**src/hw/rtl/sso_pkg.sv**
```systemverilog
// Shared types, constants and helper functions for the skid-steer odometry block.
package sso_pkg;

  typedef struct packed {
    logic signed [23:0] rpm_front_left;
    logic signed [23:0] rpm_front_right;
    logic signed [23:0] rpm_rear_left;
    logic signed [23:0] rpm_rear_right;
    logic [31:0]        timestamp_us;
  } in_item_t;

  typedef struct packed {
    logic signed [31:0] fwd_speed;
    logic signed [31:0] yaw_rate;
    logic signed [31:0] pos_x;
    logic signed [31:0] pos_y;
    logic [15:0]        heading;
  } out_item_t;

  typedef struct packed {
    logic [15:0]        wheel_radius_q16;
    logic [15:0]        gear_ratio_q16;
    logic [23:0]        inv_baseline_q16;
    logic               integration_method;
    logic signed [31:0] initial_x;
    logic signed [31:0] initial_y;
    logic [15:0]        initial_heading;
  } cfg_t;

  typedef struct packed {
    logic signed [25:0] sum_s;
    logic signed [25:0] sum_d;
    logic [31:0]        dt;
    logic               first;
  } fe_item_t;

  localparam int CFG_IDX_W = 3;
  localparam logic [CFG_IDX_W-1:0] CFG_WHEEL_RADIUS   = 3'd0;
  localparam logic [CFG_IDX_W-1:0] CFG_GEAR_RATIO     = 3'd1;
  localparam logic [CFG_IDX_W-1:0] CFG_INV_BASELINE   = 3'd2;
  localparam logic [CFG_IDX_W-1:0] CFG_INTEG_METHOD   = 3'd3;
  localparam logic [CFG_IDX_W-1:0] CFG_INITIAL_X      = 3'd4;
  localparam logic [CFG_IDX_W-1:0] CFG_INITIAL_Y      = 3'd5;
  localparam logic [CFG_IDX_W-1:0] CFG_INITIAL_HEAD   = 3'd6;

  localparam logic [20:0] TWO_PI_OVER_60_Q24 = 21'd1756906;
  localparam logic [29:0] INV_TWO_PI_Q32     = 30'd683565276;
  localparam logic signed [33:0] CORDIC_GAIN_Q30 = 34'sd652032874;
  localparam logic [20:0] USEC_PER_SEC       = 21'd1000000;
  localparam logic [63:0] HALF_SEC_US        = 64'd500000;
  // ceil(2^52 / 10^6): exact quotient of any 32-bit value by 10^6 after a shift by 52
  localparam logic [32:0] DIV_RECIP          = 33'd4503599628;
  // twelve quotient bits a cycle over a 72-bit numerator
  localparam int          DIV_CYCLES         = 6;

  function automatic logic [29:0] atan_turn(input logic [4:0] idx);
    logic [29:0] v;
    case (idx)
      5'd0:  v = 30'd536870912;
      5'd1:  v = 30'd316933406;
      5'd2:  v = 30'd167458907;
      5'd3:  v = 30'd85004756;
      5'd4:  v = 30'd42667331;
      5'd5:  v = 30'd21354465;
      5'd6:  v = 30'd10679838;
      5'd7:  v = 30'd5340245;
      5'd8:  v = 30'd2670163;
      5'd9:  v = 30'd1335087;
      5'd10: v = 30'd667544;
      5'd11: v = 30'd333772;
      5'd12: v = 30'd166886;
      5'd13: v = 30'd83443;
      5'd14: v = 30'd41722;
      5'd15: v = 30'd20861;
      5'd16: v = 30'd10430;
      5'd17: v = 30'd5215;
      5'd18: v = 30'd2608;
      5'd19: v = 30'd1304;
      5'd20: v = 30'd652;
      5'd21: v = 30'd326;
      5'd22: v = 30'd163;
      5'd23: v = 30'd81;
      default: v = 30'd0;
    endcase
    return v;
  endfunction

  function automatic logic signed [31:0] sat32(input logic signed [63:0] v);
    logic signed [31:0] r;
    if (v > 64'sd2147483647) begin
      r = 32'sh7FFFFFFF;
    end else if (v < -64'sd2147483648) begin
      r = 32'sh80000000;
    end else begin
      r = v[31:0];
    end
    return r;
  endfunction

endpackage

```
**src/hw/rtl/sso_queue.sv**
```systemverilog
// Two-entry queue between the front end and the arithmetic back end.
module sso_queue (
  input  logic              clk,
  input  logic              rst_n,
  input  logic              push,
  input  sso_pkg::fe_item_t push_item,
  input  logic              pop,
  output sso_pkg::fe_item_t pop_item,
  output logic              full,
  output logic              empty
);
  import sso_pkg::*;

  fe_item_t   mem_r [2];
  logic       wr_ptr_r, rd_ptr_r;
  logic [1:0] count_r;

  assign full     = (count_r == 2'd2);
  assign empty    = (count_r == 2'd0);
  assign pop_item = mem_r[rd_ptr_r];

  always_ff @(posedge clk) begin
    if (push) begin
      mem_r[wr_ptr_r] <= push_item;
    end
  end

  always_ff @(posedge clk) begin
    if (!rst_n) begin
      wr_ptr_r <= 1'b0;
      rd_ptr_r <= 1'b0;
      count_r  <= 2'd0;
    end else begin
      if (push) begin
        wr_ptr_r <= ~wr_ptr_r;
      end
      if (pop) begin
        rd_ptr_r <= ~rd_ptr_r;
      end
      count_r <= count_r + {1'b0, push} - {1'b0, pop};
    end
  end

endmodule

```
**config.mk**
```make
export PLATFORM = sky130hd
export DESIGN_NAME = sso_queue
export DESIGN_NICKNAME = d
export VERILOG_FILES = /design/src/hw/rtl/sso_pkg.sv /design/src/hw/rtl/sso_queue.sv
export SDC_FILE = /design/constraint.sdc
export NUM_CORES = 1
export LEC_CHECK = 0
export BUFFER_PORTS_ARGS = -buffer_cell sky130_fd_sc_hd__buf_2
export CORE_ASPECT_RATIO = 0.9
export CORE_MARGIN = 2
export CORE_UTILIZATION = 40
export CTS_BUF_LIST = sky130_fd_sc_hd__clkbuf_8
export CTS_CLUSTER_SIZE = 10
export DETAILED_ROUTE_END_ITERATION = 6
export SLEW_MARGIN = 15
export SYNTH_ARGS = -nofsm -noshare
export SYNTH_HDL_FRONTEND = slang
export SYNTH_SLANG_ARGS = --single-unit
export TNS_END_PERCENT = 10
```
**constraint.sdc**
```tcl
create_clock -name clk -period 5.8 [get_ports clk]
set_input_delay 0.87 -clock clk [delete_from_list [all_inputs] [get_ports clk]]
set_output_delay 0.87 -clock clk [all_outputs]
set_load 0.05 [all_outputs]
```
==> impl_metrics.tcl <==
set metrics [dict create \
    outcome "complete, no violations" \
    ys_seq_elements 175 \
    fp.coreArea_mm2 0.0155 \
    setup_violations 0 \
    hpwl_mm 7.32 \
    die_x_um 137 \
    worstSetupPathType "register to output pin" \
    cp-end-kind "output pin" \
    cpMaxStageDelayCell "dfxtp_4" \
    wire_per_inst_um 16.5 \
    chipHeight_um 124 \
    cts.root.buffer_cell "clkbuf_8" \
    cts_tree "built" \
    drt.antenna.violating_nets 0 \
    first_iter_violations 148 \
    antenna_cells 0 \
    first_pass_iters 4 \
    syn-mean-instance-area_um2 22.3 \
    period_minus_slack_ns 3.33 \
    finalSetupTns_ns 0 \
    finClkSkew_ns 0.0153 \
    crit_chain "buf_4, mux2_2, buf_2" \
    syn_nets 376 \
    place_ws_ns 2.91 \
    rows 43 \
    post_cts_buffers 0 \
    overflow 0 \
    powerDensity_mw_per_mm2 367 \
    clk_pin_slew_worst_paths_ns 0.09 \
    finalCritPeriodShare 0.574 \
    min_path_type "register to register" \
    grt_pass1_wl_mm 16.5 \
    track_usage 0.134 \
    slowest_delay_ns 0.66 \
    finalMaxSlewViolations 0 \
    clkSinkCount 175 \
    cts_htree_levels 4 \
    route.detailed.drc 0 \
    vdd_ir_drop_max_mv 0.214 \
    worstPathArrival_ns 2.46 \
    viasPerCell 4.65 \
    nets 564 \
    layout_commonest_cell "buf_2" \
    rsz0062_at_grt "false" \
    grt_max_degree 67 \
    syn_area_mm2 0.00637 \
    critPathBufInv 2 \
    start_util 0.411 \
    dp_cells 656 \
    cts_inserted_buffers 17 \
    hold_viol 0 \
    fillers 1273 \
    layoutNonFillerInstCount 688 \
    place_congestion 0.680 \
    clk_latency_ns 0.45 \
    cp_top_family "buffers and inverters" \
    layout-drive-gt1-share 0.508 \
    cts_resized 0 \
    mostFrequentLayoutCells "buf_2 (175), edfxtp_1 (170), mux2_1 (50), mux2_2 (35), clkbuf_8 (17)" \
    port_buffers 175 \
    max_slew.worst_pin.slew_ns 0.910 \
    ctsHoldBuffers 0 \
    p_leak_nw 2.98 \
    cp-start-kind "register" \
    power_w 0.00291 \
    final_util 0.511 \
    dieArea_mm2 0.0169 \
    grt_pass1_vias 3218 \
    ys_warn_count 0 \
    vias 3201 \
    syn2layout_area_growth_pct 24.4 \
    syn_inst 285 \
    synth.distinct_cells 15 \
    fin_ws_ns 2.47 \
    seq_area_frac_synth 0.818 \
    drv_cap 0 \
    max-slew-margin-rel 0.393 \
    crit_fanout 51 \
    cts.path.max_buffers 2 \
    antenna_found_initial 0 \
    ios 176 \
    max_freq_mhz 300 \
    cp_data_required_time_ns 4.93 \
    wl_mm 11.4 \
]
[worst register-to-register path, delay by kind of cell, from the launching register on]
family	cells	cell delay, ns
buffers and inverters	1	0.81
and+or+nand+nor	1	0.51
DFF	1	0.35
[cell type report]
cell class	count	area [um2]	area share
sequential	175	5210	0.658
multi-input combinational	99	1080	0.137
timing repair buffer	178	898	0.113
tap	202	253	0.0319
clock buffer	17	234	0.0296
clock inverter	15	231	0.0292
inverter	2	7.51	0.000948
[cells by family after synthesis]
| family | synth area share |
|---|---|
| flip-flops | 0.818 |
| multiplexers | 0.150 |
| buffers and inverters | 0.0136 |
| AND/OR/NAND/NOR | 0.00845 |
| XOR/XNOR | 0.00491 |
| adder cells (fa/ha/maj) | 0.00393 |
| AO/OA/AOI/OAI | 0.00118 |
[routing by layer]
metal | vias up | routed length (um) | global-route usage | part of all wire
met2 | 115 | 5430 | 0.214 | 0.48
met3 | 9 | 875 | 0.0501 | 0.077
met4 | 0 | 121 | 0.0528 | 0.011
met5 | - | 0 | 0 | 0
li1 | 1496 | - | - | -
met1 | 1581 | 4960 | 0.166 | 0.44
[synth_stat cells]
master	number	share of area
mux2_1	50	0.088
ha_1	2	0.0039
xor2_1	1	0.0014
mux2_2	35	0.062
nor2b_1	4	0.0039
buf_4	1	0.0012
and2_1	4	0.0039
buf_6	5	0.0088
buf_2	3	0.0024
dfxtp_1	5	0.016
inv_1	2	0.0012
xnor3_1	1	0.0035
nor2_1	1	0.00059
edfxtp_1	170	0.80
o21a_1	1	0.0012
[power by group]
part	switching (W)	internal, W
combinational	0.000337	0.000128
sequential	0.0000253	0.00146
clock	0.000440	0.000519
[sequential cells by signal (all words and copies together) (netlist names), named ones only]
| signal | flops |
|---|---|
| mem_r | 170 |
| count_r | 2 |
| rd_ptr_r | 1 |
| wr_ptr_r | 1 |
[final timing paths]
kind                            startpoint  slack [ns]  cells past startpoint            to
worst max register to register    wr_ptr_r        3.71                      2  mem_r[0][34]
worst max-delay path              register        2.47                      3  pop_item[31]
worst min-delay path              rd_ptr_r        0.57                      2      register
worst min register to register    rd_ptr_r        0.57                      2      register
[through the flow]
stage	hold slack (ns)	instance area, um2
floorplan	0.555	6370
global placement	0.560	7450
detailed placement	0.567	7450
CTS	0.556	7920
global route	0.557	7920
finish	0.571	7920
Power figures use the tool's default switching activity.
