===== config.mk =====
export PLATFORM = sky130hd
export DESIGN_NAME = sso_front
export DESIGN_NICKNAME = d
export VERILOG_FILES = /design/src/hw/rtl/sso_pkg.sv /design/src/hw/rtl/sso_front.sv
export SDC_FILE = /design/constraint.sdc
export NUM_CORES = 1
export LEC_CHECK = 0
export BUFFER_PORTS_ARGS = -buffer_cell sky130_fd_sc_hd__clkbuf_2
export CORE_MARGIN = 2
export CORE_UTILIZATION = 45
export DETAILED_ROUTE_END_ITERATION = 10
export PLACE_DENSITY = 0.7
export REMOVE_ABC_BUFFERS = 1
export SETUP_SLACK_MARGIN = 0.02
export SLEW_MARGIN = 20
export SYNTH_ARGS = -nofsm -noshare
export SYNTH_HDL_FRONTEND = slang
export SYNTH_SLANG_ARGS = --single-unit

===== constraint.sdc =====
create_clock -name clk -period 6.75 [get_ports clk]
set_clock_uncertainty 0.15 [all_clocks]
set_input_delay 1.35 -clock clk [delete_from_list [all_inputs] [get_ports clk]]
set_output_delay 1.35 -clock clk [all_outputs]
set_load 0.02 [all_outputs]

===== src/hw/rtl/sso_pkg.sv =====
// Shared types, constants and helper functions for the skid-steer odometry block.
package sso_pkg;

  typedef struct packed {
    logic signed [23:0] rpm_front_left;
    logic signed [23:0] rpm_front_right;
    logic signed [23:0] rpm_rear_left;
    logic signed [23:0] rpm_rear_right;
    logic [31:0]        timestamp_us;
  } in_item_t;

  typedef struct packed {
    logic signed [31:0] fwd_speed;
    logic signed [31:0] yaw_rate;
    logic signed [31:0] pos_x;
    logic signed [31:0] pos_y;
    logic [15:0]        heading;
  } out_item_t;

  typedef struct packed {
    logic [15:0]        wheel_radius_q16;
    logic [15:0]        gear_ratio_q16;
    logic [23:0]        inv_baseline_q16;
    logic               integration_method;
    logic signed [31:0] initial_x;
    logic signed [31:0] initial_y;
    logic [15:0]        initial_heading;
  } cfg_t;

  typedef struct packed {
    logic signed [25:0] sum_s;
    logic signed [25:0] sum_d;
    logic [31:0]        dt;
    logic               first;
  } fe_item_t;

  localparam int CFG_IDX_W = 3;
  localparam logic [CFG_IDX_W-1:0] CFG_WHEEL_RADIUS   = 3'd0;
  localparam logic [CFG_IDX_W-1:0] CFG_GEAR_RATIO     = 3'd1;
  localparam logic [CFG_IDX_W-1:0] CFG_INV_BASELINE   = 3'd2;
  localparam logic [CFG_IDX_W-1:0] CFG_INTEG_METHOD   = 3'd3;
  localparam logic [CFG_IDX_W-1:0] CFG_INITIAL_X      = 3'd4;
  localparam logic [CFG_IDX_W-1:0] CFG_INITIAL_Y      = 3'd5;
  localparam logic [CFG_IDX_W-1:0] CFG_INITIAL_HEAD   = 3'd6;

  localparam logic [20:0] TWO_PI_OVER_60_Q24 = 21'd1756906;
  localparam logic [29:0] INV_TWO_PI_Q32     = 30'd683565276;
  localparam logic signed [33:0] CORDIC_GAIN_Q30 = 34'sd652032874;
  localparam logic [20:0] USEC_PER_SEC       = 21'd1000000;
  localparam logic [63:0] HALF_SEC_US        = 64'd500000;
  // ceil(2^52 / 10^6): exact quotient of any 32-bit value by 10^6 after a shift by 52
  localparam logic [32:0] DIV_RECIP          = 33'd4503599628;
  // twelve quotient bits a cycle over a 72-bit numerator
  localparam int          DIV_CYCLES         = 6;

  function automatic logic [29:0] atan_turn(input logic [4:0] idx);
    logic [29:0] v;
    case (idx)
      5'd0:  v = 30'd536870912;
      5'd1:  v = 30'd316933406;
      5'd2:  v = 30'd167458907;
      5'd3:  v = 30'd85004756;
      5'd4:  v = 30'd42667331;
      5'd5:  v = 30'd21354465;
      5'd6:  v = 30'd10679838;
      5'd7:  v = 30'd5340245;
      5'd8:  v = 30'd2670163;
      5'd9:  v = 30'd1335087;
      5'd10: v = 30'd667544;
      5'd11: v = 30'd333772;
      5'd12: v = 30'd166886;
      5'd13: v = 30'd83443;
      5'd14: v = 30'd41722;
      5'd15: v = 30'd20861;
      5'd16: v = 30'd10430;
      5'd17: v = 30'd5215;
      5'd18: v = 30'd2608;
      5'd19: v = 30'd1304;
      5'd20: v = 30'd652;
      5'd21: v = 30'd326;
      5'd22: v = 30'd163;
      5'd23: v = 30'd81;
      default: v = 30'd0;
    endcase
    return v;
  endfunction

  function automatic logic signed [31:0] sat32(input logic signed [63:0] v);
    logic signed [31:0] r;
    if (v > 64'sd2147483647) begin
      r = 32'sh7FFFFFFF;
    end else if (v < -64'sd2147483648) begin
      r = 32'sh80000000;
    end else begin
      r = v[31:0];
    end
    return r;
  endfunction

endpackage


===== src/hw/rtl/sso_front.sv =====
// Front end: accepts wheel requests, forms side sums and elapsed time.
module sso_front (
  input  logic             clk,
  input  logic             rst_n,
  input  logic             in_valid,
  output logic             in_stall,
  input  sso_pkg::in_item_t in_data,
  input  logic             q_full,
  output logic             q_push,
  output sso_pkg::fe_item_t q_item
);
  import sso_pkg::*;

  logic        first_r, first_nxt;
  logic [31:0] last_time_r, last_time_nxt;
  logic signed [24:0] left, right;

  assign in_stall = q_full;
  assign q_push   = in_valid && !q_full;

  assign left  = {in_data.rpm_front_left[23], in_data.rpm_front_left}
               + {in_data.rpm_rear_left[23], in_data.rpm_rear_left};
  assign right = {in_data.rpm_front_right[23], in_data.rpm_front_right}
               + {in_data.rpm_rear_right[23], in_data.rpm_rear_right};

  always_comb begin
    q_item.sum_s = {right[24], right} - {left[24], left};
    q_item.sum_d = {right[24], right} + {left[24], left};
    q_item.dt    = first_r ? 32'd0 : in_data.timestamp_us - last_time_r;
    q_item.first = first_r;
    first_nxt     = q_push ? 1'b0 : first_r;
    last_time_nxt = q_push ? in_data.timestamp_us : last_time_r;
  end

  always_ff @(posedge clk) begin
    if (!rst_n) begin
      first_r     <= 1'b1;
      last_time_r <= 32'd0;
    end else begin
      first_r     <= first_nxt;
      last_time_r <= last_time_nxt;
    end
  end

endmodule


==> flow_metrics.tcl, run 1 <==
set metrics [dict create \
    path_class "in -> out" \
    hpwl_um 18700 \
    grt_pass1_vias 7855 \
    worstHoldPathType "reg -> reg" \
    required_ns 5.25 \
    p_leak_nw 4.83 \
    powerDensity_mw_per_mm2 284 \
    netlist_area_mm2 0.00782 \
    synth_flop_cell "dfxtp_1" \
    grt_max_degree 38 \
    drc_errors 0 \
    ant_nets 0 \
    finish.net_count 1629 \
    drtPass1Iterations 4 \
    r2r_end "first_r" \
    whs_path_depth 2 \
    synth_top_area_share_pct 20.6 \
    worstHoldStart "last_time_r[6]" \
    die_y_um 136 \
    clockBufferDepth 2 \
    overflow 0 \
    avgRoutedWirePerCell_um 14.5 \
    peakVddDrop_v 0.000254 \
    htreeDepth 2 \
    finalCriticalPeriod_ns 6.57 \
    final_cell_mix "212 x clkbuf_2, 125 x nand2_1, 114 x ha_1, 106 x nor2_1, 91 x inv_1" \
    cts_hold_buffers 0 \
    clock_sinks 33 \
    r2r.worst_path.cells 3 \
    clk_pin_slew_ns 0.06 \
    core_mm2 0.0171 \
    synth-seq-cells 33 \
    fmax_ghz 0.152 \
    num_io_pins 219 \
    synth_edf_count 0 \
    hold_ws_ns 0.312 \
    r2r_slack_ns 5.67 \
    pre_cts_ws_ns -0.157 \
    die-width_um 136 \
    start_util_pct 45.7 \
    crit_path_end_kind "output port" \
    numCtsBuffers 5 \
    outcome "finished, final reports clean" \
    ys_seq_area_share_pct 8.45 \
    setup_viol 0 \
    critPathLaunchType "input pin" \
    portBuffers 218 \
    slew_headroom_pct 60.5 \
    max_cap_violations 0 \
    postSynth.asyncResetShare_pct 0 \
    rows 48 \
    clk_latency_ns 0.29 \
    routabilityCongestion 0.907 \
    hold_end "last_time_r[6]" \
    vias 8610 \
    arrival_ns 5.07 \
    finalSetupTns_ns 0 \
    vias_per_cell 5.41 \
    rr_startpoint "first_r" \
    min_period_over_period_pct 97.3 \
    yosys.cell_types.count 73 \
    synth_warnings 0 \
    drive_gt1_share_pct 28.7 \
    synth.avg_cell_area_um2 7.06 \
    critical_path.max_fanout 5 \
    grt.total_usage_pct 23.5 \
    wl_um 23100 \
    yosysTopAreaCell "ha_1" \
    cts_tree "done" \
    rsz0062_at_grt "yes" \
    drv_slew 0 \
    startpoint "in_data[32]" \
    final_common_cell "clkbuf_2" \
    synth.area.top_cells "ha_1 21%, dfxtp_1 8.4%, xnor2_1 8.1%" \
    syn_inst 1108 \
    area_delta_synth_final_pct 29.6 \
    die-area_mm2 0.0184 \
    antenna_found_initial 3 \
    worst_pin_slew_ns 0.592 \
    drtIter0Drc 298 \
    fin_ws_ns 0.181 \
    hold_viol 0 \
    cts_root_buf "clkbuf_16" \
    grt_pass1_wl_um 35800 \
]
[cells in the mapped netlist, types with 6 or more instances]
cell type and n:
a211oi_1 12, a21boi_0 36, a21o_1 41, a21oi_1 93
a31oi_1 8, and3_1 8, clkbuf_1 34, dfxtp_1 33
ha_1 129, inv_1 94, nand2_1 125, nand2b_1 15
nand3_1 25, nand4_1 7, nor2_1 109, nor2b_1 18
nor3_1 22, o211ai_1 6, o21a_1 14, o21ai_0 47
o21bai_1 18, xnor2_1 72, xor2_1 34
[critical path, cell delays in order]
cell      delay, ns
clkbuf_2       0.09
ha_2           0.19
inv_2          0.05
fa_2           0.37
nor2b_2        0.13
o31a_1         0.18
o22ai_2        0.10
o21bai_1       0.19
a211oi_2       0.10
nor2_1         0.17
ha_1           0.27
buf_4          0.16
a211o_1        0.29
a311oi_2       0.44
o41ai_4        0.14
a21boi_0       0.30
o21ai_0        0.16
xnor2_1        0.18
clkbuf_2       0.19
[per-stage QoR]
step | cell area [µm²] | util (%) | cells | power (mW)
2_1_floorplan | 7650 | - | 1068 | 1.75
3_5_place_dp | 9510 | 55.5 | 1575 | 2.46
4_1_cts | 9690 | 56.6 | 1583 | 2.71
6_report | 10100 | 59.2 | 1592 | 2.87
5_1_grt | 10100 | 59.2 | 1590 | 3.09
3_3_place_gp | 9510 | 55.5 | 1575 | 2.44
[registers in the layout, indices dropped and copies added (netlist names)]
register and flops:
last_time_r 32, first_r 1
[logic make-up (layout without fill, tap and decap cells)]
kind of cell	count (synthesis)	after routing	synth area share (%)
simple gates	359	359	20.9
compound gates	339	339	29.8
fa+ha+maj	134	134	21.9
buf+inv	134	390	6.61
xor+xnor	106	106	11.9
flops	33	33	8.45
mux	3	3	0.480
other cells	0	3	0
[cell type report]
class / count / area, µm²
inverter: 94 / 353
antenna: 3 / 7.51
clock inverter: 3 / 17.5
sequential: 33 / 661
fill: 1619 / 6980
clock buffer: 5 / 125
tap: 225 / 282
multi-input combinational: 941 / 7030
timing repair buffer: 288 / 1660
[routing by layer]
metal	vias up	GRT usage [%]	wire length, µm
li1	4385	-	-
met1	3928	30.2	10300
met2	262	41.5	11100
met3	35	2.83	1250
met4	0	5.84	484
met5	-	0	0
[worst max-delay path by stage]
| stage | to | slack, ns |
|---|---|---|
| 6_report | q_item[50] | 0.18 |
| 5_1_grt | q_item[50] | -0.04 |
| 4_1_cts | q_item[78] | 0.02 |
| 3_5_place_dp | q_item[54] | -0.16 |
| 3_3_place_gp | q_item[54] | -0.11 |
| 2_1_floorplan | q_item[81] | 0.1 |
[power by group]
part	internal [mW]	switching, mW	total [mW]	leakage [nW]
sequential	0.204	0.00406	0.208	0.270
clock	0.135	0.0937	0.229	0.0696
combinational	1.02	1.42	2.44	4.49
total	1.36	1.52	2.87	4.83
[repair_timing]
action / 4_1_cts / 5_1_grt
pin swaps: 6 / 35
gates cloned: 0 / 0
endpoints found under the setup margin: 8 / 20
buffers inserted: 0 / 6
gates resized for setup: 13 / 89
No activity file was read; power rests on OpenSTA's default activity.
==> run 2, diff against run 1 <==
--- a/config.mk
+++ b/config.mk
@@ -6,10 +6,12 @@
 export NUM_CORES = 1
 export LEC_CHECK = 0
 export BUFFER_PORTS_ARGS = -buffer_cell sky130_fd_sc_hd__clkbuf_2
+export CELL_PAD_IN_SITES_DETAIL_PLACEMENT = 1
+export CELL_PAD_IN_SITES_GLOBAL_PLACEMENT = 2
 export CORE_MARGIN = 2
-export CORE_UTILIZATION = 45
+export CORE_UTILIZATION = 30
 export DETAILED_ROUTE_END_ITERATION = 10
-export PLACE_DENSITY = 0.7
+export PLACE_DENSITY_LB_ADDON = 0.1
 export REMOVE_ABC_BUFFERS = 1
 export SETUP_SLACK_MARGIN = 0.02
 export SLEW_MARGIN = 20
==> flow_metrics.tcl, run 2 (synthesis results as in run 1) <==
set metrics [dict create \
    fmax_ghz 0.149 \
    finalCriticalPeriod_ns 6.73 \
    clk_pin_slew_ns 0.05 \
    required_ns 5.25 \
    grt_pass1_wl_um 45300 \
    drc_errors 0 \
    max_cap_violations 0 \
    cts_root_buf "clkbuf_16" \
    num-fill-cells 3296 \
    vias_per_cell 4.98 \
    critical_path.max_fanout 3 \
    crit_path_end_kind "output port" \
    startpoint "in_data[57]" \
    final_cell_mix "198 x clkbuf_2, 170 x buf_4, 121 x nand2_1, 114 x ha_1, 100 x nor2_1" \
    drive_gt1_share_pct 36.3 \
    outcome "finished, final reports clean" \
    grt_max_degree 38 \
    avgRoutedWirePerCell_um 16.2 \
    die-area_mm2 0.0274 \
    reg.largest.list "last_time_r: 32 flops, first_r: 1 flops" \
    largest_reg_flops 32 \
    worst_pin_slew_ns 0.645 \
    pre_cts_ws_ns -0.463 \
    drtPass1Iterations 4 \
    multiInputGateArea_mm2 0.00734 \
    drv_slew 0 \
    die_y_um 165 \
    slew_headroom_pct 57.0 \
    total_power_mw 3.37 \
    powerDensity_mw_per_mm2 297 \
    start_util_pct 30.3 \
    fin_ws_ns 0.0171 \
    regMostFlops "last_time_r" \
    num_io_pins 219 \
    worstHoldPathType "reg -> reg" \
    seqCellArea_um2 661 \
    core_mm2 0.0258 \
    worstHoldStart "last_time_r[15]" \
    drtIter0Drc 247 \
    portBuffers 218 \
    min_period_over_period_pct 99.7 \
    clock_sinks 33 \
    p_leak_nw 5.39 \
    grt_pass1_vias 9037 \
    htreeDepth 2 \
    antenna_found_initial 4 \
    final_common_cell "clkbuf_2" \
    vias 8934 \
    finish.net_count 1724 \
    routabilityCongestion 0.813 \
    hpwl_um 23800 \
    fin_area_mm2 0.0114 \
    clk_latency_ns 0.28 \
    placed_area_mm2 0.0102 \
    setup_viol 0 \
    peakVddDrop_v 0.000215 \
    critPathLaunchType "input pin" \
    hold_viol 0 \
    rsz0062_at_grt "yes" \
    wl_um 29100 \
    die-width_um 165 \
    clockBufferDepth 2 \
    overflow 0 \
    numCtsBuffers 5 \
    arrival_ns 5.23 \
    cts_tree "done" \
    grt.total_usage_pct 20.4 \
    ant_nets 0 \
    path_class "in -> out" \
    rows 59 \
    area_delta_synth_final_pct 45.5 \
    rr_startpoint "first_r" \
]
run 2: layer usage:
layer	GRT usage, %	vias to the layer above	wire, µm
li1	-	4564	-
met1	26.8	4167	13500
met2	35.9	164	14000
met3	2.62	35	1110
met4	3.53	4	464
met5	0	-	24
run 2: repair_timing:
item | 4_1_cts | 5_1_grt
endpoints found under the setup margin | 21 | 22
pin swaps | 33 | 64
hold endpoints to repair | 0 | 0
buffers inserted | 21 | 14
resized for setup | 62 | 135
hold buffers | 0 | 0
run 2: critical path, cell delays in order:
cell	delay, ns
buf_8	0.10
ha_4	0.22
a21o_1	0.17
a21oi_2	0.19
o21ai_2	0.10
o31a_1	0.27
and2_4	0.17
o21ai_2	0.11
nand2b_1	0.10
xor2_2	0.16
ha_1	0.30
nor2b_1	0.05
o21a_1	0.19
buf_6	0.12
nor2_4	0.09
o21a_1	0.17
o31ai_4	0.10
a311o_2	0.44
buf_4	0.17
a21o_1	0.19
a21oi_2	0.14
xnor2_1	0.15
buf_4	0.17
run 2: cell type report:
type                       count  area share [%]
multi-input combinational    941            64.5
tap                          335            3.68
timing repair buffer         383            21.3
clock inverter                 2           0.330
clock buffer                   6            1.22
inverter                      94            3.12
antenna                        1          0.0220
sequential                    33            5.81
run 2: stage by stage:
| stage | setup TNS (ns) | utilization [%] | cells | hold WS [ns] |
|---|---|---|---|---|
| 2_1_floorplan | 0 | - | 1068 | 0.293 |
| 6_report | 0 | 44.0 | 1795 | 0.315 |
| 4_1_cts | -0.308 | 41.5 | 1781 | 0.321 |
| 3_3_place_gp | -2.78 | 39.3 | 1754 | 0.304 |
| 5_1_grt | -0.491 | 44.0 | 1794 | 0.337 |
| 3_5_place_dp | -3.99 | 39.3 | 1754 | 0.313 |
run 2: path summary, 6_finish.rpt:
check	end	depth (start not counted)	slack (ns)
worst min register to register	last_time_r[15]	2	0.32
worst max register to register	first_r	3	5.66
worst min-delay path	last_time_r[15]	2	0.32
worst max-delay path	q_item[77]	23	0.02
run 2: power by group:
| part | internal (mW) | switching [mW] |
|---|---|---|
| Clock | 0.184 | 0.0906 |
| Combinational | 1.29 | 1.60 |
| Sequential | 0.204 | 0.00411 |
| Total | 1.68 | 1.69 |
